[src/hdl/vector_mac_accumulator_macros.svh]
// Assertion macros shared by the vector multiply-accumulate block.
`ifndef VECTOR_MAC_ACCUMULATOR_MACROS_SVH
`define VECTOR_MAC_ACCUMULATOR_MACROS_SVH

// Same-cycle implication, sampled on clk and silent while arst_n is low.
`define VMA_ASSERT_IMP(label, ante, cons) \
	label: assert property (@(posedge clk) disable iff (!arst_n) (ante) |-> (cons)) \
		else $error("vma: same-cycle check failed");

// Next-cycle implication, sampled on clk and silent while arst_n is low.
`define VMA_ASSERT_NEXT(label, ante, cons) \
	label: assert property (@(posedge clk) disable iff (!arst_n) (ante) |=> (cons)) \
		else $error("vma: next-cycle check failed");

`endif

[src/hdl/vma_pkg.sv]
// Package of the vector multiply-accumulate block: sizes, codes and types.
package vma_pkg;

	localparam int LANES     = 4;
	localparam int WORD_BITS = 16;
	localparam int IN_WORDS  = 4;
	localparam int IN_BITS   = 16;
	localparam int CNT_BITS  = 3;
	localparam int KIND_BITS = 4;
	localparam int ACC_BITS  = 64;

	// Only as many lanes as an item has words can ever be busy.
	localparam int NUM_LANES = (LANES < IN_WORDS) ? LANES : IN_WORDS;
	localparam int PROD_BITS = 2 * WORD_BITS;
	localparam int SUM_BITS  = PROD_BITS + $clog2(NUM_LANES) + 1;

	typedef logic [KIND_BITS-1:0] kind_t;

	localparam kind_t KIND_IDLE     = 4'd0;
	localparam kind_t KIND_ADD      = 4'd1;
	localparam kind_t KIND_SUB      = 4'd2;
	localparam kind_t KIND_VADD     = 4'd3;
	localparam kind_t KIND_VSUB     = 4'd4;
	localparam kind_t KIND_CAPTURE  = 4'd5;
	localparam kind_t KIND_VMAC_ADD = 4'd6;
	localparam kind_t KIND_VMAC_SUB = 4'd7;
	localparam kind_t KIND_SQ_ADD   = 4'd8;
	localparam kind_t KIND_SQ_SUB   = 4'd9;

	typedef enum logic [1:0] {
		LOP_NONE   = 2'd0,
		LOP_WORD   = 2'd1,
		LOP_MAC    = 2'd2,
		LOP_SQUARE = 2'd3
	} lane_op_t;

	typedef logic signed [WORD_BITS-1:0] word_t;
	typedef logic signed [PROD_BITS-1:0] term_t;
	typedef logic signed [SUM_BITS-1:0]  sum_t;
	typedef logic [ACC_BITS-1:0]         acc_t;

	typedef struct packed {
		logic adv;
		logic acc_en;
		logic sub;
	} merge_ctl_t;

endpackage

[src/hdl/vma_lane.sv]
// One lane: selects a word, an operand product or a square and registers the term.
module vma_lane (
	input  logic              clk,
	input  logic              adv,
	input  vma_pkg::lane_op_t op,
	input  vma_pkg::word_t    word,
	input  vma_pkg::word_t    operand,
	output vma_pkg::term_t    term_s1
);

	vma_pkg::word_t mul_a;
	vma_pkg::term_t prod;
	vma_pkg::term_t term_c;

	always_comb begin
		mul_a = (op == vma_pkg::LOP_SQUARE) ? word : operand;
		prod  = mul_a * word;
		case (op)
			vma_pkg::LOP_WORD: begin
				term_c = {{(vma_pkg::PROD_BITS-vma_pkg::WORD_BITS){word[vma_pkg::WORD_BITS-1]}},
					word};
			end
			vma_pkg::LOP_MAC, vma_pkg::LOP_SQUARE: begin
				term_c = prod;
			end
			default: begin
				term_c = '0;
			end
		endcase
	end

	always_ff @(posedge clk) begin
		if (adv) begin
			term_s1 <= term_c;
		end
	end

endmodule

[src/hdl/vma_merge.sv]
// Merging stage: adds the lane terms, then adds or subtracts the sum into the accumulator.
module vma_merge (
	input  logic                clk,
	input  logic                arst_n,
	input  vma_pkg::merge_ctl_t ctl,
	input  vma_pkg::term_t      terms_s1 [vma_pkg::NUM_LANES],
	output vma_pkg::acc_t       total
);

	vma_pkg::sum_t sum_c;
	vma_pkg::sum_t sum_s2;
	vma_pkg::acc_t sum_ext;
	vma_pkg::acc_t acc_q;

	always_comb begin
		sum_c = '0;
		for (int i = 0; i < vma_pkg::NUM_LANES; i++) begin
			sum_c = sum_c + {{(vma_pkg::SUM_BITS-vma_pkg::PROD_BITS)
				{terms_s1[i][vma_pkg::PROD_BITS-1]}}, terms_s1[i]};
		end
		sum_ext = {{(vma_pkg::ACC_BITS-vma_pkg::SUM_BITS){sum_s2[vma_pkg::SUM_BITS-1]}}, sum_s2};
	end

	always_ff @(posedge clk) begin
		if (ctl.adv) begin
			sum_s2 <= sum_c;
		end
	end

	// The accumulator wraps modulo 2^64.
	always_ff @(posedge clk or negedge arst_n) begin
		if (!arst_n) begin
			acc_q <= '0;
		end else if (ctl.acc_en) begin
			acc_q <= ctl.sub ? (acc_q - sum_ext) : (acc_q + sum_ext);
		end
	end

	assign total = acc_q;

endmodule

[src/hdl/vector_mac_accumulator.sv]
// Vector multiply-accumulate block: decode, operand vector, lane array and output control.
//
// Items arrive on item_valid/item_stall with a kind, a word count and four signed
// words; one result word per item leaves on result_valid/result_stall carrying the
// 64-bit wrapping accumulator and the operand vector length after that item.
// A word moves when its valid is high and its stall is low.
// From acceptance to result_valid, lane terms are registered, the merging adder tree
// is registered, then the accumulator updates.
// Throughput is one item per cycle while the pipeline is not frozen, set by the
// accumulator add and the lane multipliers, one per lane, that take a new word every cycle.
// Capture loads the operand vector at acceptance, so the very next item sees it.
// cfg_write loads cfg_data into the multiplier enable; while it is zero, capture,
// vector multiply-accumulate and square kinds act as idle.
// When result_stall holds a waiting result, the whole pipeline freezes and
// item_stall is raised; bubbles do not squeeze out while frozen.
// Reset clears the accumulator, the operand vector and its length, sets the
// multiplier enable and empties the pipeline.
`include "vector_mac_accumulator_macros.svh"

module vector_mac_accumulator (
	input  logic                            clk,
	input  logic                            arst_n,
	input  logic                            cfg_write,
	input  logic                            cfg_data,
	input  logic                            item_valid,
	output logic                            item_stall,
	input  logic [vma_pkg::KIND_BITS-1:0]   kind,
	input  logic [vma_pkg::CNT_BITS-1:0]    word_count,
	input  logic signed [vma_pkg::IN_BITS-1:0] word0,
	input  logic signed [vma_pkg::IN_BITS-1:0] word1,
	input  logic signed [vma_pkg::IN_BITS-1:0] word2,
	input  logic signed [vma_pkg::IN_BITS-1:0] word3,
	output logic                            result_valid,
	input  logic                            result_stall,
	output logic signed [vma_pkg::ACC_BITS-1:0] total,
	output logic [vma_pkg::CNT_BITS-1:0]    operand_length
);

	logic                         mul_en_q;
	logic                         adv;
	logic                         item_acc;
	logic [vma_pkg::CNT_BITS-1:0] n_words;
	logic                         sub_c;
	logic                         capture_c;
	vma_pkg::word_t               words [vma_pkg::IN_WORDS];
	vma_pkg::word_t               operand_q [vma_pkg::NUM_LANES];
	logic [vma_pkg::CNT_BITS-1:0] op_cnt_q;
	vma_pkg::lane_op_t            lane_op [vma_pkg::NUM_LANES];
	vma_pkg::term_t               terms_s1 [vma_pkg::NUM_LANES];
	logic                         v_s1, v_s2;
	logic                         sub_s1, sub_s2;
	logic [vma_pkg::CNT_BITS-1:0] len_s1, len_s2, len_q;
	logic                         result_valid_q;
	logic                         acc_en;
	vma_pkg::merge_ctl_t          mctl;
	vma_pkg::acc_t                acc_total;

	assign adv        = !(result_valid_q && result_stall);
	assign item_stall = !adv;
	assign item_acc   = item_valid && adv;

	// Only the low WORD_BITS of each input word count.
	assign words[0] = word0[vma_pkg::WORD_BITS-1:0];
	assign words[1] = word1[vma_pkg::WORD_BITS-1:0];
	assign words[2] = word2[vma_pkg::WORD_BITS-1:0];
	assign words[3] = word3[vma_pkg::WORD_BITS-1:0];

	assign n_words = (word_count > vma_pkg::CNT_BITS'(vma_pkg::NUM_LANES))
		? vma_pkg::CNT_BITS'(vma_pkg::NUM_LANES) : word_count;

	always_comb begin
		sub_c     = 1'b0;
		capture_c = 1'b0;
		for (int i = 0; i < vma_pkg::NUM_LANES; i++) begin
			lane_op[i] = vma_pkg::LOP_NONE;
		end
		unique case (kind) inside
			vma_pkg::KIND_ADD, vma_pkg::KIND_SUB: begin
				sub_c = (kind == vma_pkg::KIND_SUB);
				if (n_words != '0) begin
					lane_op[0] = vma_pkg::LOP_WORD;
				end
			end
			vma_pkg::KIND_VADD, vma_pkg::KIND_VSUB: begin
				sub_c = (kind == vma_pkg::KIND_VSUB);
				for (int i = 0; i < vma_pkg::NUM_LANES; i++) begin
					if (vma_pkg::CNT_BITS'(i) < n_words) begin
						lane_op[i] = vma_pkg::LOP_WORD;
					end
				end
			end
			vma_pkg::KIND_CAPTURE: begin
				capture_c = mul_en_q && (n_words != '0);
			end
			vma_pkg::KIND_VMAC_ADD, vma_pkg::KIND_VMAC_SUB: begin
				if (mul_en_q) begin
					sub_c = (kind == vma_pkg::KIND_VMAC_SUB);
					for (int i = 0; i < vma_pkg::NUM_LANES; i++) begin
						if (vma_pkg::CNT_BITS'(i) < n_words &&
							vma_pkg::CNT_BITS'(i) < op_cnt_q) begin
							lane_op[i] = vma_pkg::LOP_MAC;
						end
					end
				end
			end
			vma_pkg::KIND_SQ_ADD, vma_pkg::KIND_SQ_SUB: begin
				if (mul_en_q) begin
					sub_c = (kind == vma_pkg::KIND_SQ_SUB);
					for (int i = 0; i < vma_pkg::NUM_LANES; i++) begin
						if (vma_pkg::CNT_BITS'(i) < n_words) begin
							lane_op[i] = vma_pkg::LOP_SQUARE;
						end
					end
				end
			end
			default: begin
				sub_c = 1'b0;
			end
		endcase
	end

	always_ff @(posedge clk or negedge arst_n) begin
		if (!arst_n) begin
			mul_en_q <= 1'b1;
		end else if (cfg_write) begin
			mul_en_q <= cfg_data;
		end
	end

	// Entries past the loaded count are cleared on capture.
	always_ff @(posedge clk or negedge arst_n) begin
		if (!arst_n) begin
			op_cnt_q <= '0;
			for (int i = 0; i < vma_pkg::NUM_LANES; i++) begin
				operand_q[i] <= '0;
			end
		end else if (item_acc && capture_c) begin
			op_cnt_q <= n_words;
			for (int i = 0; i < vma_pkg::NUM_LANES; i++) begin
				operand_q[i] <= (vma_pkg::CNT_BITS'(i) < n_words) ? words[i] : '0;
			end
		end
	end

	for (genvar g = 0; g < vma_pkg::NUM_LANES; g++) begin : g_lane
		vma_lane u_lane (
			.clk     (clk),
			.adv     (adv),
			.op      (item_acc ? lane_op[g] : vma_pkg::LOP_NONE),
			.word    (words[g]),
			.operand (operand_q[g]),
			.term_s1 (terms_s1[g])
		);
	end

	always_ff @(posedge clk or negedge arst_n) begin
		if (!arst_n) begin
			v_s1           <= 1'b0;
			v_s2           <= 1'b0;
			result_valid_q <= 1'b0;
		end else if (adv) begin
			v_s1           <= item_acc;
			v_s2           <= v_s1;
			result_valid_q <= v_s2;
		end
	end

	always_ff @(posedge clk) begin
		if (adv) begin
			sub_s1 <= sub_c;
			len_s1 <= capture_c ? n_words : op_cnt_q;
			sub_s2 <= sub_s1;
			len_s2 <= len_s1;
			len_q  <= len_s2;
		end
	end

	assign acc_en      = adv && v_s2;
	assign mctl.adv    = adv;
	assign mctl.acc_en = acc_en;
	assign mctl.sub    = sub_s2;

	vma_merge u_merge (
		.clk      (clk),
		.arst_n   (arst_n),
		.ctl      (mctl),
		.terms_s1 (terms_s1),
		.total    (acc_total)
	);

	assign total          = acc_total;
	assign result_valid   = result_valid_q;
	assign operand_length = len_q;

	`VMA_ASSERT_IMP(a_stall_only_on_held_result, item_stall, result_valid)
	`VMA_ASSERT_IMP(a_len_in_range, 1'b1, op_cnt_q <= vma_pkg::CNT_BITS'(vma_pkg::NUM_LANES))
	`VMA_ASSERT_NEXT(a_s2_reaches_output, adv && v_s2, result_valid)
	`VMA_ASSERT_NEXT(a_acc_only_on_item, !acc_en, $stable(total))
	`VMA_ASSERT_NEXT(a_no_capture_when_off, item_acc && !mul_en_q, $stable(op_cnt_q))

endmodule
[config.mk]
export PLATFORM = sky130hd
export DESIGN_NAME = vector_mac_accumulator
export DESIGN_NICKNAME = d
export VERILOG_FILES = /design/src/hdl/vma_pkg.sv /design/src/hdl/vma_lane.sv /design/src/hdl/vma_merge.sv /design/src/hdl/vector_mac_accumulator.sv
export VERILOG_INCLUDE_DIRS = /design/src /design/src/hdl
export SDC_FILE = /design/constraint.sdc
export NUM_CORES = 2
export LEC_CHECK = 0
export BUFFER_PORTS_ARGS = -buffer_cell sky130_fd_sc_hd__buf_2
export CORE_AREA = 2 2 328 330
export DETAILED_ROUTE_END_ITERATION = 10
export DIE_AREA = 0 0 330 332
export GPL_TIMING_DRIVEN = 1
export MAX_ROUTING_LAYER = met4
export PLACE_DENSITY_LB_ADDON = 0.1
export SLEW_MARGIN = 20
export SYNTH_ARGS = -nofsm -noshare
export SYNTH_HDL_FRONTEND = slang
export SYNTH_HIERARCHICAL = 1
export SYNTH_SLANG_ARGS = --single-unit
export TNS_END_PERCENT = 20
[constraint.sdc]
create_clock -name clk -period 11.15 [get_ports clk]
set_input_delay 2.23 -clock clk [delete_from_list [all_inputs] [get_ports clk]]
set_output_delay 2.23 -clock clk [all_outputs]
set_load 0.005 [all_outputs]
**Yosys cells after proc, flatten, opt, wreduce, memory -nomap -nowiden**

Index checks and enable logic that the tools add are counted.

- $add $sub $neg: 5
- Reductions and logical operators: 19
- $lt $le $gt $ge: 9
- Muxes and demuxes: 40
- Multipliers: 4
- Equality and inequality tests: 21

Operators with widths:

| kind | count |
|---|---|
| 32-bit case mux with 2 select lines | 4 |
| 16-bit by 16-bit multiplier with 32-bit output | 4 |
| 16-bit two-way mux | 8 |
| 35-bit adder | 2 |
| 64-bit adder | 1 |
| 64-bit two-way mux | 1 |
| 64-bit subtractor | 1 |
| 32-bit by 32-bit adder with 33-bit output | 1 |
| 2-bit two-way mux | 12 |
| 6-bit case mux with 3 select lines | 1 |
| 2-bit equality test, second input constant | 8 |
| 4-bit by 3-bit equality test with 1-bit output, second input constant | 4 |
| 8-bit two-way mux | 2 |
| 2-bit OR reduction | 8 |
| 1-bit by 3-bit < comparator with 1-bit output, first input constant | 4 |
| 2-bit by 3-bit < comparator with 1-bit output, first input constant | 4 |
| 1-bit logical AND | 9 |
| 2-bit by 1-bit equality test with 1-bit output, second input constant | 4 |
| 4-bit by 2-bit equality test with 1-bit output, second input constant | 2 |
| 4-bit equality test, second input constant | 2 |
| 1-bit two-way mux | 8 |
| 2-bit case mux with 4 select lines | 1 |
| 3-bit two-way mux | 2 |
| 4-bit by 1-bit equality test with 1-bit output, second input constant | 1 |
| other kinds (4) | 4 |

- Output and inout port bits: 69
- Register bits after elaboration: 309

**Logic depth before layout (Yosys ltp)**

- Depth after elaboration: 12
- Gate-level depth with buffers: 33
- Mapped depth without buffers: 28

**By module**

The synthesis kept the hierarchy.

Modules (own cells, without submodules):

| module | sequential area each (um2) | times used | area an instance (um2) | cells each |
|---|---|---|---|---|
| vma_lane (g_lane[0].u_lane ...) | 960.9 | 2 | 11,598.6 | 1,294 |
| vma_merge | 2,652.5 | 1 | 11,962.7 | 1,380 |
| vma_lane (g_lane[2].u_lane) | 960.9 | 1 | 11,607.4 | 1,274 |
| vma_lane (g_lane[3].u_lane) | 960.9 | 1 | 11,511.0 | 1,259 |
| vector_mac_accumulator | 2,108.3 | 1 | 3,723.6 | 294 |

**Worst setup path after synthesis**

No wires, ideal clock.

- Kind: input to register
- Start: in kind[1] (netlist name)
- End: reg g_lane[3].u_lane.term_s1[28] (data pin)
- Required time: 10.884 ns
- Setup slack: 1.420 ns
- Library setup time: 0.266 ns
- Buffers on the path: 4
- Arrival: 9.464 ns
- Cell stages on the path: 28
- Path through: clkbuf_1 > nor3b_1 > a31oi_1 > nor4_1 > clkbuf_1 > and2_1 > clkbuf_1 > a21o_1 > clkbuf_1 > nand2_1 > inv_1 > fa_1 > fa_1 > fa_1 > fa_1 > fa_1 > inv_1 > fa_1 > inv_1 > ha_1 > a21o_1 > a21o_1 > a2111oi_4 > nor2_1 > o221ai_2 > a21oi_2 > o2111ai_1 > or3b_1

- Cells in the longest elaborated chain, start to end: 8
- Elaborated cells between the ends (all ways): 18

Ends and longest elaborated chain:

| element | line | text |
|---|---|---|
| start: declaration | vector_mac_accumulator.sv:27 | `input logic [vma_pkg::KIND_BITS-1:0] kind,` |
| 4-bit equality test (no line), or another cell as far along | -- |  |
| 2-bit OR reduction | vector_mac_accumulator.sv:77 | `unique case (kind) inside` |
| 6-bit case mux with 3 select lines * | vector_mac_accumulator.sv:77 |  |
| 2-bit two-way mux * | vector_mac_accumulator.sv:149 | `.op (item_acc ? lane_op[g] : vma_pkg::LOP_NONE),` |
| 2-bit equality test | vma_lane.sv:16, vma_lane.sv:18 |  |
| 16-bit two-way mux | vma_lane.sv:16 | `mul_a = (op == vma_pkg::LOP_SQUARE) ? word : operand;` |
| 16-bit by 16-bit multiplier with 32-bit output | vma_lane.sv:17 | `prod = mul_a * word;` |
| 32-bit case mux with 2 select lines * | vma_lane.sv:18 | `case (op)` |
| via g_lane[3].u_lane.term_c[28] | vma_lane.sv:13 | `vma_pkg::term_t term_c;` |
| end signal: assignment | vma_lane.sv:34 | `term_s1 <= term_c;` |
| end: declaration | vma_lane.sv:8 | `output vma_pkg::term_t term_s1` |

The timed path passes the listed nets; every way through them passes the cells marked *.
A chain may end at the register's enable or synchronous reset.

**Final worst setup path**

- Start: in result_stall
- End: reg g_lane[1].u_lane.term_s1[29] (data pin)

- Cells in the longest elaborated chain, start to end: 8
- Elaborated cells between the ends (all ways): 11

Ends and longest elaborated chain:

| element | line | text |
|---|---|---|
| start: declaration | vector_mac_accumulator.sv:34 | `input logic result_stall,` |
| 1-bit logical AND * | vector_mac_accumulator.sv:58 | `assign adv = !(result_valid_q && result_stall);` |
| 1-bit zero test * | vector_mac_accumulator.sv:58 |  |
| 1-bit logical AND * | vector_mac_accumulator.sv:60 | `assign item_acc = item_valid && adv;` |
| 2-bit two-way mux * | vector_mac_accumulator.sv:149 |  |
| 2-bit equality test | vma_lane.sv:16, vma_lane.sv:18 |  |
| 16-bit two-way mux | vma_lane.sv:16 |  |
| 16-bit by 16-bit multiplier with 32-bit output | vma_lane.sv:17 |  |
| 32-bit case mux with 2 select lines * | vma_lane.sv:18 |  |
| via g_lane[1].u_lane.term_c[29] | vma_lane.sv:13 |  |
| end signal: assignment | vma_lane.sv:34 |  |
| end: declaration | vma_lane.sv:8 |  |

Marks and branches as above.

==> flow_summary.toml <==
[timing]
clock_skew_ns = 0.0268
max_slew_margin_pct = 31.4
tns_ns = 0
hold_viol_final = 0
slew_violations = 0
rsz0062_at_grt = "no"
post-route-period-util_pct = 89.6
min_period_ns = 9.99
max_freq_mhz = 100
worst_pin_slew_ns = 1.03
setup-violations-final = 0

[outcome]
violations = "DRC"
status = "finished, violations left"

[routing]
ant_nets = 0
wl_met2_um = 78900
first_pass_iters = 10
route.met3.wl_um = 9870
drcViolationCount = 15
routed.top_layer = "met4"
wire_per_inst_um = 19.9
num_vias = 46400
via_per_inst = 5.65
wl_met1_um = 70400
first_iter_violations = 3692
wl_um = 164000

[die]
die_w_um = 330
coreArea_um2 = 106000
num_rows = 120
initial_utilization_pct = 58.3
io_pins = 146
dieArea_um2 = 110000
die_y_um = 332

[critical_path]
start_kind = "input port"
cp.arrival_ns = 10.42
critical_path_class = "input port to flop"
endpoint_kind = "flop"
r2r_setup_slack_ns = 2.42
crit_required_ns = 11.59
crit_fanout = 15

[layout]
syn_to_final_growth_pct = 5.51
nets = 8395
multi_input_area_um2 = 47100
n_fill_cell = 9222
seq_area_um2 = 8600
drive_gt1_share_pct = 6.95

[clock_tree]
clock_sinks = 309
cts_hold_buffers = 0
clk_transition_reported_paths_ns = 0.07
cts_setup_buffers = 0
insertion_delay_ns = 0.58
cts_buffer_depth = 3
cts-root-buf = "clkbuf_16"
cts_tree = "done"
ctsResizeCount = 0
cts_buffers = 41
htreeDepth = 2

[synth]
yosysSeqAreaShare_pct = 13.9
synth_top_area_share_pct = 35.0
synthTopCellsByArea = "fa_1, ha_1, edfxtp_1"
syn_nets = 8413
syn_area_per_cell_um2 = 9.12
yosysUniqueCellTypes = 114
synth_edf_count = 174
ys_warn_count = 6
syn_inst = 6795
synth_top_cell_by_area = "fa_1"
ys_ff_latch = 309
ys.flop_type = "edfxtp_1"
async_flop_share_pct = 43.7
netlist_area_um2 = 62000

[global_route]
antenna_found_initial = 6
grt_pass1_vias = 48800
grt_max_degree = 82
grt_use_total_pct = 31.9
grt_pass1_wl_um = 266000
grt_overflow = 0

[placed_design]
globalplace.congestion = 0.951
dp.final_hpwl_um = 131000
io_buffer_count = 145

[min_path]
hold_path.class = "flop to flop"

[job]
max_cap_viol_count = 0
-- final timing paths --
path / startpoint / endpoint / cells after the start
worst max-delay path: result_stall / g_lane[1].u_lane/term_s1[29] / 26
worst min-delay path: len_s2[0] / operand_length[0] / 0
worst max register to register: result_valid / g_lane[1].u_lane/term_s1[29] / 25
worst min register to register: len_s2[0] / operand_length[0] / 0
max in group asynchronous: arst_n / operand_q[20] / 2
min in group asynchronous: arst_n / u_merge/total[58] / 1
-- metal layers --
layer,vias to the layer above,global-route usage [%]
met1,23400,43.5
met4,0,8.14
met3,256,3.16
met2,1446,51.5
li1,21300,-
met5,-,-
-- final cells by class --
type                            count  area share [%]
Inverter                         1379            7.91
Multi-Input combinational cell   4816            71.9
Clock inverter                     28           0.499
Clock buffer                       48            1.69
Tap cell                         1403            2.68
Sequential cell                   309            13.2
Antenna cell                        6          0.0230
Timing Repair Buffer              230            2.11
-- kinds of logic (layout without fill, tap and decap cells) --
logic type | after synthesis | in the layout | synth area share [%]
adders and majority gates | 1541 | 1541 | 44.2
DFF | 309 | 309 | 13.9
and+or+nand+nor | 1902 | 1902 | 15.0
muxes | 126 | 126 | 2.26
xor gates and xnor gates | 248 | 248 | 3.50
AOI/OAI and AO/OA | 999 | 999 | 10.8
buffers and inverters | 1670 | 1685 | 10.3
other | 0 | 6 | 0
-- critical path, cell delays in order --
cell and delay, ns:
buf_2 0.13, a21boi_2 0.32, nand2_1 0.19, nor4_2 0.50
and2_1 0.55, buf_4 0.28, nand2_1 0.07, nand2_1 0.46
nand2_1 0.16, fa_1 0.56, inv_1 0.05, fa_1 0.45
ha_1 0.34, fa_1 0.52, fa_1 0.54, inv_1 0.06
fa_1 0.58, inv_1 0.06, ha_1 0.39, nand2_1 0.08
o21ai_0 0.54, o2111ai_1 0.28, a21oi_1 0.32, o211ai_1 0.23
a2111o_1 0.44, nand3_1 0.07
-- metrics by stage --
step	util [%]	std cells	setup WS, ns	area, um2	hold slack (ns)
3_3_place_gp	60.2	8137	0.701	64000	0.403
3_5_place_dp	60.2	8137	0.689	64000	0.407
4_1_cts	61.5	8213	1.26	65400	0.422
5_1_grt	61.5	8219	0.796	65400	0.423
6_report	61.5	8219	1.16	65400	0.415
2_1_floorplan	-	6795	1.42	62000	0.400
-- sequential cells by signal, indices dropped and copies added, names as in the netlist --
name / count
g_lane.u_lane/term_s1: 128
operand_q: 64
u_merge/total: 64
u_merge/sum_s2: 35
len_s1: 3
len_s2: 3
op_cnt_q: 3
operand_length: 3
mul_en_q: 1
result_valid: 1
sub_s1: 1
sub_s2: 1
v_s1: 1
v_s2: 1
-- cell usage in the layout (no fill, tap or decap), drive strengths merged, types with 11 or more instances in the layout --
cell	netlist	routed
mux2i	56	56
nand4	27	27
nor3	46	46
a21oi	249	249
a31o	14	14
buf	38	230
nor4	18	18
o211ai	28	28
and3	22	22
ha	457	457
a31oi	29	29
fa	1084	1084
clkinv	0	11
o31ai	30	30
a21o	123	123
and2	443	443
nand2	864	864
o21ai	250	250
a21boi	15	15
a211oi	21	21
clkbuf	253	48
o21a	66	66
a22o	17	17
nand3	75	75
edfxtp	174	174
mux2	70	70
nand2b	48	48
xnor2	176	176
nor2b	70	70
or3	23	23
o21bai	39	39
inv	1379	1383
nor2	195	195
or2	18	18
xor2	72	72
dfrtp	134	134
nor3b	14	14
o2111ai	13	13
-- cells in the mapped netlist (15+ instances only) --
| master | number |
|---|---|
| inv_1 | 1378 |
| fa_1 | 1084 |
| nand2_1 | 864 |
| ha_1 | 457 |
| and2_1 | 443 |
| clkbuf_1 | 251 |
| a21oi_1 | 245 |
| o21ai_0 | 242 |
| nor2_1 | 193 |
| xnor2_1 | 176 |
| edfxtp_1 | 174 |
| dfrtp_1 | 134 |
| a21o_1 | 121 |
| nand3_1 | 75 |
| xor2_1 | 72 |
| nor2b_1 | 70 |
| o21a_1 | 66 |
| mux2_2 | 56 |
| mux2i_1 | 56 |
| nand2b_1 | 47 |
| nor3_1 | 46 |
| o21bai_1 | 37 |
| a31oi_1 | 29 |
| nand4_1 | 27 |
| o31ai_1 | 26 |
| o211ai_1 | 25 |
| and3_1 | 22 |
| or3_1 | 22 |
| buf_1 | 18 |
| a22o_1 | 17 |
| or2_2 | 17 |
| nor4_1 | 16 |
| a211oi_1 | 15 |
Power is left out: the tool's default activity adds up to more than one toggle a clock period on the data nets, which glitch-free logic cannot reach.
